`config.mk`:
```
export PLATFORM = sky130hd
export DESIGN_NAME = sha256_hash_engine_flat
export DESIGN_NICKNAME = d
export VERILOG_FILES = /design/src/hdl/sha_pkg.sv /design/src/hdl/sha_if.sv /design/src/hdl/sha256_hash_engine.sv /design/src/hdl/sha_cmd_queue.sv /design/src/hdl/sha_core.sv /design/src/flat_wrapper.sv
export SDC_FILE = /design/constraint.sdc
export NUM_CORES = 1
export LEC_CHECK = 0
export BUFFER_PORTS_ARGS = -buffer_cell sky130_fd_sc_hd__buf_2
export CORE_MARGIN = 2
export CORE_UTILIZATION = 46
export CTS_BUF_LIST = sky130_fd_sc_hd__clkbuf_16
export DETAILED_ROUTE_END_ITERATION = 10
export REMOVE_ABC_BUFFERS = 1
export SKIP_CTS_REPAIR_TIMING = 1
export SYNTH_ARGS = -nofsm -noshare
export SYNTH_HDL_FRONTEND = slang
export SYNTH_SLANG_ARGS = --single-unit
```
`constraint.sdc`:
```
create_clock -name clk -period 5.85 [get_ports clk]
set_input_delay 0.2925 -clock clk [delete_from_list [all_inputs] [get_ports clk]]
set_output_delay 0.2925 -clock clk [all_outputs]
set_load 0.03 [all_outputs]
```
`src/hdl/sha_pkg.sv`:
```
`timescale 1ns / 1ps
// ----------------------------------------------------------------------------
// SHA-256 package
// Shared types, operation codes, initial values and round constants.
// ----------------------------------------------------------------------------
package sha_pkg;
	localparam logic [1:0] OP_START  = 2'd0;
	localparam logic [1:0] OP_ABSORB = 2'd1;
	localparam logic [1:0] OP_FINISH = 2'd2;

	typedef struct packed {
		logic [1:0] operation;
		logic [7:0] data_byte;
	} in_item_t;

	typedef struct packed {
		logic [31:0] digest_word;
		logic [2:0]  word_index;
		logic        last_word;
	} out_item_t;

	typedef logic [7:0][31:0] chain_t;

	localparam chain_t IV_256 = {
		32'h5be0cd19, 32'h1f83d9ab, 32'h9b05688c, 32'h510e527f,
		32'ha54ff53a, 32'h3c6ef372, 32'hbb67ae85, 32'h6a09e667};
	localparam chain_t IV_224 = {
		32'hbefa4fa4, 32'h64f98fa7, 32'h68581511, 32'hffc00b31,
		32'hf70e5939, 32'h3070dd17, 32'h367cd507, 32'hc1059ed8};

	function automatic logic [31:0] round_k(input logic [5:0] i);
		logic [31:0] k;
		case (i)
			6'd0: k = 32'h428a2f98; 6'd1: k = 32'h71374491; 6'd2: k = 32'hb5c0fbcf;
			6'd3: k = 32'he9b5dba5; 6'd4: k = 32'h3956c25b; 6'd5: k = 32'h59f111f1;
			6'd6: k = 32'h923f82a4; 6'd7: k = 32'hab1c5ed5; 6'd8: k = 32'hd807aa98;
			6'd9: k = 32'h12835b01; 6'd10: k = 32'h243185be; 6'd11: k = 32'h550c7dc3;
			6'd12: k = 32'h72be5d74; 6'd13: k = 32'h80deb1fe; 6'd14: k = 32'h9bdc06a7;
			6'd15: k = 32'hc19bf174; 6'd16: k = 32'he49b69c1; 6'd17: k = 32'hefbe4786;
			6'd18: k = 32'h0fc19dc6; 6'd19: k = 32'h240ca1cc; 6'd20: k = 32'h2de92c6f;
			6'd21: k = 32'h4a7484aa; 6'd22: k = 32'h5cb0a9dc; 6'd23: k = 32'h76f988da;
			6'd24: k = 32'h983e5152; 6'd25: k = 32'ha831c66d; 6'd26: k = 32'hb00327c8;
			6'd27: k = 32'hbf597fc7; 6'd28: k = 32'hc6e00bf3; 6'd29: k = 32'hd5a79147;
			6'd30: k = 32'h06ca6351; 6'd31: k = 32'h14292967; 6'd32: k = 32'h27b70a85;
			6'd33: k = 32'h2e1b2138; 6'd34: k = 32'h4d2c6dfc; 6'd35: k = 32'h53380d13;
			6'd36: k = 32'h650a7354; 6'd37: k = 32'h766a0abb; 6'd38: k = 32'h81c2c92e;
			6'd39: k = 32'h92722c85; 6'd40: k = 32'ha2bfe8a1; 6'd41: k = 32'ha81a664b;
			6'd42: k = 32'hc24b8b70; 6'd43: k = 32'hc76c51a3; 6'd44: k = 32'hd192e819;
			6'd45: k = 32'hd6990624; 6'd46: k = 32'hf40e3585; 6'd47: k = 32'h106aa070;
			6'd48: k = 32'h19a4c116; 6'd49: k = 32'h1e376c08; 6'd50: k = 32'h2748774c;
			6'd51: k = 32'h34b0bcb5; 6'd52: k = 32'h391c0cb3; 6'd53: k = 32'h4ed8aa4a;
			6'd54: k = 32'h5b9cca4f; 6'd55: k = 32'h682e6ff3; 6'd56: k = 32'h748f82ee;
			6'd57: k = 32'h78a5636f; 6'd58: k = 32'h84c87814; 6'd59: k = 32'h8cc70208;
			6'd60: k = 32'h90befffa; 6'd61: k = 32'ha4506ceb; 6'd62: k = 32'hbef9a3f7;
			default: k = 32'hc67178f2;
		endcase
		return k;
	endfunction
endpackage

```
`src/hdl/sha_if.sv`:
```
`timescale 1ns / 1ps
// ----------------------------------------------------------------------------
// Stream interface
// Valid/ready channel carrying a generic payload.
// ----------------------------------------------------------------------------
interface sha_if #(parameter type T = logic) ();
	logic valid;
	logic ready;
	T     payload;
	modport source (output valid, output payload, input ready);
	modport sink (input valid, input payload, output ready);
endinterface

```
`src/hdl/sha256_hash_engine.sv`:
```
`timescale 1ns / 1ps
// ----------------------------------------------------------------------------
// SHA-256 hash engine
// Byte-stream SHA-256 / SHA-224 hasher with valid/ready channels.
// ----------------------------------------------------------------------------
// Channels: in carries operation (start/absorb/finish) and data_byte; out
// carries one digest word per beat (word_index 0..7, last_word on index 7);
// cfg writes the one-bit variant register (0 SHA-256, 1 SHA-224 IV); the user
// must write it only while the engine is idle, which the block does not enforce.
// Front: a 4-deep command queue accepts beats whenever not full.
// Back: each absorb stores one byte; the 64th byte of a block starts a
// compression (load, one round per cycle, then add). Finish pads one byte
// per cycle, compresses once or twice, then streams 8 words.
// The core takes no command while it compresses, so absorbs wait in the queue.
// Reset loads the SHA-256 IV, clears counts and variant; out stalls simply
// hold the current word until taken, and the queue backs up into in.ready.
// ----------------------------------------------------------------------------
module sha256_hash_engine (
	input logic clk,
	input logic arst_n,
	sha_if.sink   in,
	sha_if.source out,
	sha_if.sink   cfg
);
	import sha_pkg::*;

	logic     variant_q;
	logic     q_full, q_empty, q_pop;
	in_item_t q_item;

	// configuration register
	assign cfg.ready = 1'b1;
	always_ff @(posedge clk or negedge arst_n) begin
		if (!arst_n) variant_q <= 1'b0;
		else if (cfg.valid) variant_q <= cfg.payload;
	end

	assign in.ready = !q_full;

	sha_cmd_queue u_queue (
		.clk(clk), .arst_n(arst_n),
		.push(in.valid), .push_item(in.payload), .full(q_full),
		.pop(q_pop), .pop_item(q_item), .empty(q_empty)
	);

	sha_core u_core (
		.clk(clk), .arst_n(arst_n), .variant(variant_q),
		.cmd_valid(!q_empty), .cmd_item(q_item), .cmd_pop(q_pop),
		.out_valid(out.valid), .out_item(out.payload), .out_ready(out.ready)
	);
endmodule

```
`src/hdl/sha_cmd_queue.sv`:
```
`timescale 1ns / 1ps
// ----------------------------------------------------------------------------
// Command queue
// Small FIFO decoupling the input front from the hashing back end.
// ----------------------------------------------------------------------------
module sha_cmd_queue (
	input  logic             clk,
	input  logic             arst_n,
	input  logic             push,
	input  sha_pkg::in_item_t push_item,
	output logic             full,
	input  logic             pop,
	output sha_pkg::in_item_t pop_item,
	output logic             empty
);
	import sha_pkg::*;
	in_item_t   mem_q [4];
	logic [1:0] wr_q, rd_q;
	logic [2:0] cnt_q;

	assign full     = cnt_q == 3'd4;
	assign empty    = cnt_q == 3'd0;
	assign pop_item = mem_q[rd_q];

	always_ff @(posedge clk) begin
		if (push && !full) mem_q[wr_q] <= push_item;
	end

	always_ff @(posedge clk or negedge arst_n) begin
		if (!arst_n) begin
			wr_q  <= '0;
			rd_q  <= '0;
			cnt_q <= '0;
		end else begin
			if (push && !full) wr_q <= wr_q + 2'd1;
			if (pop && !empty) rd_q <= rd_q + 2'd1;
			cnt_q <= cnt_q + 3'(push && !full) - 3'(pop && !empty);
		end
	end
endmodule

```
`src/hdl/sha_core.sv`:
```
`timescale 1ns / 1ps
// ----------------------------------------------------------------------------
// SHA-256 back end
// Block buffer, padding sequencer, one-round-per-cycle compression, output.
// ----------------------------------------------------------------------------
module sha_core (
	input  logic              clk,
	input  logic              arst_n,
	input  logic              variant,
	input  logic              cmd_valid,
	input  sha_pkg::in_item_t cmd_item,
	output logic              cmd_pop,
	output logic              out_valid,
	output sha_pkg::out_item_t out_item,
	input  logic              out_ready
);
	import sha_pkg::*;

	localparam logic [2:0] ST_IDLE = 3'd0;
	localparam logic [2:0] ST_PAD  = 3'd1;
	localparam logic [2:0] ST_LOAD = 3'd2;
	localparam logic [2:0] ST_RND  = 3'd3;
	localparam logic [2:0] ST_ADD  = 3'd4;
	localparam logic [2:0] ST_EMIT = 3'd5;

	logic [2:0]  state_q;
	logic [31:0] blk_q [16];
	logic [5:0]  fill_q;
	logic [63:0] bitlen_q;
	chain_t      chain_q;
	chain_t      r_q;
	logic [31:0] w_q [16];
	logic [5:0]  rnd_q;
	logic        fin_q;
	logic        len_ok_q;
	logic [2:0]  oidx_q;
	logic        ovalid_q;

	logic [31:0] p, q, s0, s1, wnext, wcur, ch, maj, b0, b1, t1;

	function automatic logic [31:0] ror(input logic [31:0] v, input int s);
		return (v >> s) | (v << (32 - s));
	endfunction

	assign wcur = w_q[0];
	always_comb begin
		p     = w_q[14];
		q     = w_q[1];
		s1    = ror(p, 17) ^ ror(p, 19) ^ (p >> 10);
		s0    = ror(q, 7) ^ ror(q, 18) ^ (q >> 3);
		wnext = s1 + w_q[9] + s0 + w_q[0];
		ch    = (r_q[4] & r_q[5]) ^ (~r_q[4] & r_q[6]);
		maj   = (r_q[0] & r_q[1]) ^ (r_q[0] & r_q[2]) ^ (r_q[1] & r_q[2]);
		b1    = ror(r_q[4], 6) ^ ror(r_q[4], 11) ^ ror(r_q[4], 25);
		b0    = ror(r_q[0], 2) ^ ror(r_q[0], 13) ^ ror(r_q[0], 22);
		t1    = r_q[7] + b1 + ch + round_k(rnd_q) + wcur;
	end

	assign cmd_pop   = state_q == ST_IDLE && cmd_valid;
	assign out_valid = ovalid_q;
	always_comb begin
		out_item.digest_word = chain_q[oidx_q];
		out_item.word_index  = oidx_q;
		out_item.last_word   = oidx_q == 3'd7;
	end

	// byte write into the word buffer
	function automatic logic [31:0] put_byte(input logic [31:0] w, input logic [1:0] pos,
		input logic [7:0] b);
		logic [31:0] r;
		r = w;
		r[8*(3-pos) +: 8] = b;
		return r;
	endfunction

	always_ff @(posedge clk or negedge arst_n) begin
		if (!arst_n) begin
			state_q  <= ST_IDLE;
			fill_q   <= '0;
			bitlen_q <= '0;
			chain_q  <= IV_256;
			rnd_q    <= '0;
			fin_q    <= 1'b0;
			len_ok_q <= 1'b0;
			oidx_q   <= '0;
			ovalid_q <= 1'b0;
		end else begin
			case (state_q)
				ST_IDLE: begin
					if (cmd_valid) begin
						case (cmd_item.operation)
							OP_START: begin
								chain_q  <= variant ? IV_224 : IV_256;
								fill_q   <= '0;
								bitlen_q <= '0;
							end
							OP_ABSORB: begin
								blk_q[fill_q[5:2]] <= put_byte(blk_q[fill_q[5:2]], fill_q[1:0],
									cmd_item.data_byte);
								bitlen_q <= bitlen_q + 64'd8;
								fill_q   <= fill_q + 6'd1;
								fin_q    <= 1'b0;
								if (fill_q == 6'd63) state_q <= ST_LOAD;
							end
							OP_FINISH: begin
								blk_q[fill_q[5:2]] <= put_byte(blk_q[fill_q[5:2]], fill_q[1:0],
									8'h80);
								fill_q   <= fill_q + 6'd1;
								fin_q    <= 1'b1;
								len_ok_q <= fill_q <= 6'd55;
								state_q  <= (fill_q == 6'd63) ? ST_LOAD : ST_PAD;
							end
							default: ;
						endcase
					end
				end
				ST_PAD: begin
					// zero one byte per cycle; length fills bytes 56..63 once reached if it fits, else pad to 63
					if (len_ok_q && fill_q == 6'd56) begin
						blk_q[14] <= bitlen_q[63:32];
						blk_q[15] <= bitlen_q[31:0];
						fill_q    <= '0;
						state_q   <= ST_LOAD;
					end else begin
						blk_q[fill_q[5:2]] <= put_byte(blk_q[fill_q[5:2]], fill_q[1:0], 8'h00);
						fill_q <= fill_q + 6'd1;
						if (fill_q == 6'd63) state_q <= ST_LOAD;
					end
				end
				ST_LOAD: begin
					for (int i = 0; i < 16; i++) w_q[i] <= blk_q[i];
					r_q     <= chain_q;
					rnd_q   <= '0;
					state_q <= ST_RND;
				end
				ST_RND: begin
					for (int i = 0; i < 15; i++) w_q[i] <= w_q[i+1];
					w_q[15] <= wnext;
					r_q[7] <= r_q[6]; r_q[6] <= r_q[5]; r_q[5] <= r_q[4];
					r_q[4] <= r_q[3] + t1;
					r_q[3] <= r_q[2]; r_q[2] <= r_q[1]; r_q[1] <= r_q[0];
					r_q[0] <= t1 + b0 + maj;
					rnd_q  <= rnd_q + 6'd1;
					if (rnd_q == 6'd63) state_q <= ST_ADD;
				end
				ST_ADD: begin
					for (int i = 0; i < 8; i++) chain_q[i] <= chain_q[i] + r_q[i];
					if (!fin_q) begin
						state_q <= ST_IDLE;
					end else if (!len_ok_q) begin
						len_ok_q <= 1'b1;
						fill_q   <= '0;
						state_q  <= ST_PAD;
					end else begin
						fin_q    <= 1'b0;
						fill_q   <= '0;
						bitlen_q <= '0;
						oidx_q   <= '0;
						ovalid_q <= 1'b1;
						state_q  <= ST_EMIT;
					end
				end
				ST_EMIT: begin
					if (out_ready) begin
						oidx_q <= oidx_q + 3'd1;
						if (oidx_q == 3'd7) begin
							ovalid_q <= 1'b0;
							state_q  <= ST_IDLE;
						end
					end
				end
				default: state_q <= ST_IDLE;
			endcase
		end
	end
endmodule
```
`src/flat_wrapper.sv`:
```
// flat-port wrapper written by rule: the top's interface ports become plain ports
module sha256_hash_engine_flat import sha_pkg::*;
  (clk, arst_n, in_valid, in_payload, in_ready, out_valid, out_payload, out_ready, cfg_valid, cfg_payload, cfg_ready);
  sha_if in_i ();
  sha_if out_i ();
  sha_if cfg_i ();
  input logic clk;
  input logic arst_n;
  input wire logic [$bits(in_i.valid)-1:0] in_valid;
  input wire logic [$bits(in_i.payload)-1:0] in_payload;
  output wire logic [$bits(in_i.ready)-1:0] in_ready;
  output wire logic [$bits(out_i.valid)-1:0] out_valid;
  output wire logic [$bits(out_i.payload)-1:0] out_payload;
  input wire logic [$bits(out_i.ready)-1:0] out_ready;
  input wire logic [$bits(cfg_i.valid)-1:0] cfg_valid;
  input wire logic [$bits(cfg_i.payload)-1:0] cfg_payload;
  output wire logic [$bits(cfg_i.ready)-1:0] cfg_ready;
  assign in_i.valid = in_valid;
  assign in_i.payload = in_payload;
  assign in_ready = in_i.ready;
  assign out_valid = out_i.valid;
  assign out_payload = out_i.payload;
  assign out_i.ready = out_ready;
  assign cfg_i.valid = cfg_valid;
  assign cfg_i.payload = cfg_payload;
  assign cfg_ready = cfg_i.ready;
  sha256_hash_engine u_core (.clk(clk), .arst_n(arst_n), .in(in_i), .out(out_i), .cfg(cfg_i));
endmodule
```
==> Yosys cells after proc, flatten, opt, wreduce, memory -nomap -nowiden <==
Cells that the tools add are included.
{ "word_totals": {"reg_bits": 24, "inputBits": 7, "output_inout_bits": 4, "word_cells": 90} }
{ "classes": {"addsub": 5, "magnitude_cmp": 1, "n_eq_ne": 21, "n_mux": 35, "n_reduce_logical": 20} }
{ "op_table": {"columns": ["cell", "count"], "rows": [
  ["$mux 3", 11],
  ["$pmux 6 s2", 2],
  ["$eq 6x6->1 const B", 3],
  ["$mux 6", 3],
  ["$pmux 3 s6", 1],
  ["$pmux 6 s3", 1],
  ["$add 6x1->6 const B", 2],
  ["$eq 3x3->1 const B", 4],
  ["$ne 2x2->1 const B", 6],
  ["$pmux 3 s2", 2],
  ["$reduce_and 4->1", 3],
  ["$mux 1", 10],
  ["$reduce_and 5->1", 2],
  ["$pmux 1 s2", 4],
  ["$eq 3x2->1 const B", 2],
  ["$le 6x6->1 const B", 1],
  ["$logic_not 3->1", 2],
  ["$reduce_bool 2->1", 3],
  ["$logic_and 1x1->1", 4],
  ["$add 3x1->3", 1],
  ["$add 3x1->3 const B", 1],
  ["$eq 3x1->1 const B", 1],
  ["$ne 3x1->1 const B", 1],
  ["$ne 3x2->1 const B", 1],
  ["10 further kinds", 11]
]} }

==> Logic depth before layout (Yosys ltp) <==
Gate-level depths: netlist of run 1.
{ "depth": {"ltp_word": 5, "depth_mapped": 9, "mapped_depth_nobuf": 9} }

==> Hierarchy <==
Synthesis of run 1 repeated with hierarchy kept, for this count alone.
{ "unflattened": {"cells_unflattened": 7841, "area_unflattened_um2": 97646.2} }
{ "by_module_without_submodules": {"columns": ["module", "n_inst", "cells_per_inst", "area_per_inst_um2", "seq_area_each_um2"], "rows": [
  ["sha_core", 1, 7741, 95664.2, 47065.1],
  ["sha_cmd_queue", 1, 93, 1919.3, 1376.3],
  ["sha256_hash_engine", 1, 7, 62.6, 25.0]
]} }

==> Worst setup path after synthesis of run 1 <==
No wires, ideal clock.
{ "synth_timing": {"kind": "flip-flop to flip-flop", "startpoint": "register u_core.u_queue.cnt_q[1]", "endpoint": "register u_core.u_queue.cnt_q[2]", "setup_time_ns": 0.123, "t_arrival_ns": 1.923, "required_ns": 5.727, "setup_slack_ns": 3.804, "path_stages_with_launch": 9, "n_path_buf": 0, "period_less_slack_ns": 2.046, "path_cell_list": "dfrtp_1 -> nor3_1 -> nor4_1 -> ha_1 -> inv_1 -> ha_1 -> fa_1 -> xnor2_1 -> xnor2_1"} }
{ "synth_via": {"elab_chain_cells": 5, "elab_cells_between_ends": 9, "cone_classes": "add/sub: 2; eq/ne: 1; reduce/logical: 6"} }
{ "synth_rtl": {"columns": ["item", "line_no", "source"], "rows": [
  ["start, declared", "sha_cmd_queue.sv:19", "logic [2:0] cnt_q;"],
  ["start signal, assigned", "sha_cmd_queue.sv:37", "cnt_q <= cnt_q + 3'(push && !full) - 3'(pop && !empty);"],
  ["$eq 3x3->1 or $logic_not 3->1 (tied branches)", "sha_cmd_queue.sv:21, sha_cmd_queue.sv:22", null],
  ["$logic_not 1->1 (on tied branches)", "sha_cmd_queue.sv:37, sha256_hash_engine.sv:48", null],
  ["$logic_and 1x1->1 (on tied branches)", null, null],
  ["$add 3x1->3 or $logic_and 1x1->1 (tied branches)", null, null],
  ["$sub 3x1->3 *", "sha_cmd_queue.sv:37", null]
]} }
Every way passes the cells marked *; elsewhere a longest branch is shown, timed or not.
A chain may end at the register's enable or synchronous reset.

==> Final worst setup path of run 1 <==
Same ends and word-level chain as after synthesis.

==> reports/metrics.csv, run 1 <==
metric,value,unit
crit path max-delay cell type,fa_1,
Crit Reg-Reg Startpoint,u_core.u_queue.cnt_q[1]$_DFF_PN0_,
endpoints failing setup,0,
FF+latch area,601,um2
Final Skew,4.10,ps
post-synthesis sequential area ratio,44.2,%
syn_area_per_cell,9.50,um2
Via density,5.55,
GRT Total Usage,14.9,%
Starting Density,48.9,%
filler cell count in the final layout,254,
worst path bufs/invs,1,
worst r2r path cells,8,
Worst-Skew Late Latency,250,ps
drt first pass iters,4,
Antenna Nets Post-Route,0,
main combinational cell family by area after synthesis,simple AND/OR/NAND/NOR gates,
Synth Area in Adders,7.92,%
RSZ-0062 raised after global routing,false,
Worst-Margin Slew,541,ps
M1 WL,1.12,mm
HP Class,in2async,
Netlist cell types,42,
# rows,19,
post-layout min period,2170,ps
cells after synthesis,143,
setup TNS,0,ps
placed cells,175,
Clock Tree Buf Depth,2,
H-Tree Level Count,1,
worst endpoint required time,6020,ps
proportion of synthesized area in mux cells,1.47,%
CP endpoint kind,register,
"slowest stage delay, CP",410,ps
max cap viols,0,
HPWL after DPL,1.69,mm
Wirelength per Cell,12.8,um
critical path type,reg2reg,
VDD IR max,0.221,mV
drt total wl,2.29,mm
outcome,"complete, no violations",
r2r endpoint,u_core.u_queue.cnt_q[2]$_DFF_PN0_,
fin crit share,37.2,%
Finished Layout Cells,179,
first-pass GRT wire length,3.92,mm
Final GP Congestion,0.773,
DR vias,994,
Nets,164,
Slew Limit Fails,0,
Die Height,58.4,um
grt total ovfl,0,
area grow syn2layout,8.56,%
area taken by multi-input logic gates,689,um2
Synth Flop Type,dfrtp_1,
IO Count,11,
drt drc,0,
length of routed met3 wiring,67,um
pwr/cell area,314,mW/mm2
Post-synth ARST share,100,%
Leak Pwr,0.696,nW
clock sink count,24,
Worst setup SP type,register,
Core Area,0.00278,mm2
largest net degree at the start of global routing,25,
layout cells sized above 1,12.2,%
crit-path leading delay family,adder cells,
Die X,58.4,um
CTS tree,done,
Clock transition at path regs,60,ps
Post-synth EDFFs,0,
Slew HR,63.9,%
initial detailed-routing violation count,39,
worst reg2reg setup slack,3680,ps
initial antenna violation count,0,
crit-path cells,"nor3_1, nor4_1, ha_1, inv_1, ha_1, fa_1, xnor2_1, xnor2_1",
Post-Syn Area,0.00136,mm2
Post-Synth XOR/XNOR Area,1.29,%
vias in the first global route,882,
diode count,0,
CP Data Arrival Time,2340,ps
crit path max fanout,3,
# port buffers,6,
root buf cell,clkbuf_16,
highest metal used,met4,
met2 wire length,1.08,mm
Simple-Gate Fraction of Synth Area,23.7,%
Final Hold Viols,0,
Yosys reg bits,24,
highest clock rate,460,MHz
DIE AREA,0.00340,mm2
YS warnings,0,
Num CTS Buffers,3,
Synth Area in Compound Gates,16.1,%
-- sequential cells by signal (all words and copies together) (netlist names) --
name and flops:
u_core.u_core.out_valid 1, u_core.u_core.fin_q 1, u_core.u_core.rnd_q 6, u_core.u_core.len_ok_q 1
u_core.u_core.state_q 3, u_core.u_core.oidx_q 3, u_core.u_core.fill_q 6, u_core.u_queue.cnt_q 3
-- layer usage --
layer,GRT usage [%],vias up
li1,-,509
met1,20.5,471
met2,24.2,12
met3,2.86,2
met4,3.99,0
met5,0,-
-- layout by cell type (no fill, tap or decap), types with 5 or more instances in the layout --
cell type / netlist / final
a21oi_1: 5 / 5
ha_1: 7 / 7
buf_2: 1 / 6
nand2_1: 19 / 19
inv_1: 10 / 10
nor3_1: 5 / 5
nand3_1: 5 / 5
o21ai_0: 13 / 13
nor2_1: 9 / 9
dfrtp_1: 24 / 24
-- kinds of logic (layout without fill, tap and decap cells) --
logic type,Yosys count,in the layout
flops,24,24
buf+inv,15,20
fa+ha+maj,8,8
mux,2,2
simple gates,59,59
other cells,1,1
xor+xnor,2,2
compound gates,32,32
-- worst max-delay path by stage --
stage	from	to	slack, ps	cells past startpoint
finish	u_core.u_queue.cnt_q[1]$_DFF_PN0_	u_core.u_queue.cnt_q[2]$_DFF_PN0_	3680	8
global route	u_core.u_queue.cnt_q[1]$_DFF_PN0_	u_core.u_queue.cnt_q[2]$_DFF_PN0_	3490	8
CTS	u_core.u_queue.cnt_q[1]$_DFF_PN0_	u_core.u_queue.cnt_q[2]$_DFF_PN0_	3640	8
detailed placement	u_core.u_queue.cnt_q[1]$_DFF_PN0_	u_core.u_queue.cnt_q[2]$_DFF_PN0_	3660	8
global placement	u_core.u_queue.cnt_q[1]$_DFF_PN0_	u_core.u_queue.cnt_q[2]$_DFF_PN0_	3700	8
floorplan	u_core.u_queue.cnt_q[1]$_DFF_PN0_	u_core.u_queue.cnt_q[2]$_DFF_PN0_	3800	8
-- synth_stat cells, types with 2 or more instances --
cell / number / share of area (%)
a21o_1: 4 / 2.2
a21oi_1: 5 / 1.8
and3_1: 2 / 0.92
and3_2: 2 / 1.1
clkbuf_1: 2 / 0.55
dfrtp_1: 24 / 44
ha_1: 7 / 6.4
inv_1: 10 / 2.8
mux2i_1: 2 / 1.5
nand2_1: 19 / 5.2
nand2b_1: 2 / 0.92
nand3_1: 5 / 1.8
nor2_1: 9 / 2.5
nor2b_1: 2 / 0.92
nor3_1: 5 / 1.8
nor3b_1: 4 / 2.2
o21ai_0: 13 / 4.8
xnor2_1: 2 / 1.3
-- final cells by class --
class	count	share of cell area (%)
clock buffer	3	5.09
multi-input combinational	104	46.7
inverter	10	2.54
sequential	24	40.7
tap	31	2.63
timing repair buffer	6	2.04
clock inverter	1	0.254
-- per-stage QoR --
step	power [mW]	hold slack (ps)	setup slack, ps	utilization, %	cell area, um2
6_report	0.463	17.5	3680	53.0	1480
5_1_grt	0.495	63.4	3490	53.0	1480
4_1_cts	0.470	39.1	3640	53.0	1480
3_5_place_dp	0.324	314	3660	50.2	1400
3_3_place_gp	0.314	306	3700	50.2	1400
2_1_floorplan	0.293	-3.09	3800	-	1330
-- where the power goes --
group	internal, mW	total, mW	leakage (nW)	switching (mW)
combinational	0.0486	0.110	0.338	0.0610
sequential	0.187	0.205	0.319	0.0189
clock	0.0913	0.148	0.0385	0.0568
No activity file was read; power rests on OpenSTA's default activity.
==> run 2, diff against run 1 <==
==> constraint.sdc (replaced) <==
create_clock -name clk -period 2.1 [get_ports clk]
set_input_delay 0.105 -clock clk [delete_from_list [all_inputs] [get_ports clk]]
set_output_delay 0.105 -clock clk [all_outputs]
set_load 0.03 [all_outputs]
==> run 2 against run 1 <==
Compared with the run above:
- hold slack improved by 290 ps
- worst setup slack got worse by 3500 ps
- critical path depth unchanged
- highest routed layer unchanged
==> reports/metrics.csv, run 2 (synthesized netlist as in run 1, its figures left out) <==
metric,value,unit
outcome,"complete, no violations",
GRT Max-Usage Layer,met2,
vias in the first global route,1002,
GRT Total Usage,17.2,%
Final Skew,3.80,ps
max cap viols,0,
CTS tree,done,
largest net degree at the start of global routing,25,
RSZ-0062 raised after global routing,false,
Final Power,1.47,mW
diode count,0,
Die Height,58.4,um
# port buffers,6,
Worst setup SP type,register,
Slew Limit Fails,0,
initial detailed-routing violation count,39,
endpoints failing setup,0,
Nets,170,
crit-path cells,"nor3_2, nor4_1, ha_1, inv_1, ha_1, fa_2, xnor2_1, xnor2_1",
Starting Density,48.9,%
crit path max fanout,3,
Final Hold Viols,0,
post-layout min period,1960,ps
most frequent cells in the layout,"dfrtp_1 (24), nand2_1 (19), o21ai_0 (13)",
Worst-Skew Late Latency,260,ps
highest clock rate,510,MHz
met2 Use GR,28.7,%
HP Class,in2reg,
IO Count,11,
# rows,19,
Clock Tree Buf Depth,2,
"slowest stage delay, CP",400,ps
worst endpoint required time,2280,ps
setup TNS,0,ps
drt total wl,2.53,mm
global-route track usage on met3,2.64,%
drt first pass iters,4,
critical path type,reg2reg,
HPWL after DPL,1.85,mm
DR vias,1021,
Slew HR,63.1,%
filler cell count in the final layout,248,
initial antenna violation count,0,
Num CTS Buffers,3,
fin crit share,93.4,%
clock sink count,24,
drt drc,0,
first-pass GRT wire length,4.51,mm
Die X,58.4,um
CP endpoint kind,register,
Wirelength per Cell,13.7,um
Via density,5.52,
Leak Pwr,0.739,nW
"most common cell after layout, fill and taps aside",dfrtp_1,
crit path max-delay cell type,dfrtp_1,
H-Tree Level Count,1,
root buf cell,clkbuf_16,
grt total ovfl,0,
Antenna Nets Post-Route,0,
dpl cell area,0.00143,mm2
final instance area,0.00156,mm2
VDD IR max,0.717,mV
Clock transition at path regs,60,ps
largest registers,"u_core.u_core.fill_q: 6 flops, u_core.u_core.rnd_q: 6 flops",
final hold slack,303,ps
Final GP Congestion,0.786,
DIE AREA,0.00340,mm2
Worst-Margin Slew,553,ps
area grow syn2layout,14.5,%
Core Area,0.00278,mm2
layout cells sized above 1,16.9,%
CP Data Arrival Time,2140,ps
global-route met1 utilization,23.2,%
pwr/cell area,945,mW/mm2
## run 2: cell count changes in the layout (fill, tap and decap cells not counted), sizes merged
cell and change:
dlygate4sd3 +1, clkinv -1, buf +5, bufinv +1
## run 2: per-stage QoR
stage	utilization, %	worst slack, ps	cells
finish	56.0	138	185
global route	56.0	4.38	185
CTS	55.1	23.2	183
detailed placement	51.3	46.9	179
global placement	51.3	105	179
floorplan	-	52.3	138
## run 2: worst paths after layout
path / endpoint / cells after the start / startpoint / slack (ps)
worst min-delay path: u_core.u_core.state_q[2]$_DFFE_PN0P_ / 3 / out_ready / 300
worst min register to register: u_core.u_core.oidx_q[2]$_DFFE_PN0P_ / 2 / u_core.u_core.oidx_q[2]$_DFFE_PN0P_ / 490
worst max-delay path: u_core.u_queue.cnt_q[2]$_DFF_PN0_ / 8 / u_core.u_queue.cnt_q[2]$_DFF_PN0_ / 140
max in group asynchronous: u_core.u_core.rnd_q[3]$_DFFE_PN0P_ / 2 / arst_n / 1370
worst max register to register: u_core.u_queue.cnt_q[2]$_DFF_PN0_ / 8 / u_core.u_queue.cnt_q[2]$_DFF_PN0_ / 140
min in group asynchronous: u_core.u_core.oidx_q[1]$_DFFE_PN0P_ / 2 / arst_n / 360
## run 2: layout make-up
type	instances	area (um2)	area share [%]
tap	31	38.8	2.49
timing repair buffer	12	77.6	4.98
clock buffer	3	75.1	4.82
clock inverter	1	30.0	1.93
multi-input combinational	104	697	44.8
sequential	24	601	38.6
inverter	10	37.5	2.41
## run 2: metal layers
layer	part of all wire (%)	routed length (um)	vias to the layer above
li1	-	-	520
met5	0	0	-
met2	48	1220	6
met4	0.24	6	0
met3	1.7	42	2
met1	50	1270	493
## run 2: where the power goes
part	leakage, nW	internal, mW	switching, mW
registers	0.319	0.520	0.0452
clock network	0.0511	0.379	0.160
logic	0.368	0.171	0.196
total	0.739	1.07	0.401
## run 2: worst max-delay path: cells and delay by family, from the launching register on
kind,cells,cell delay (ps)
adders and majority gates,3,840
DFF,1,400
buffers and inverters,1,40
xor gates and xnor gates,2,320
and+or+nand+nor,2,280
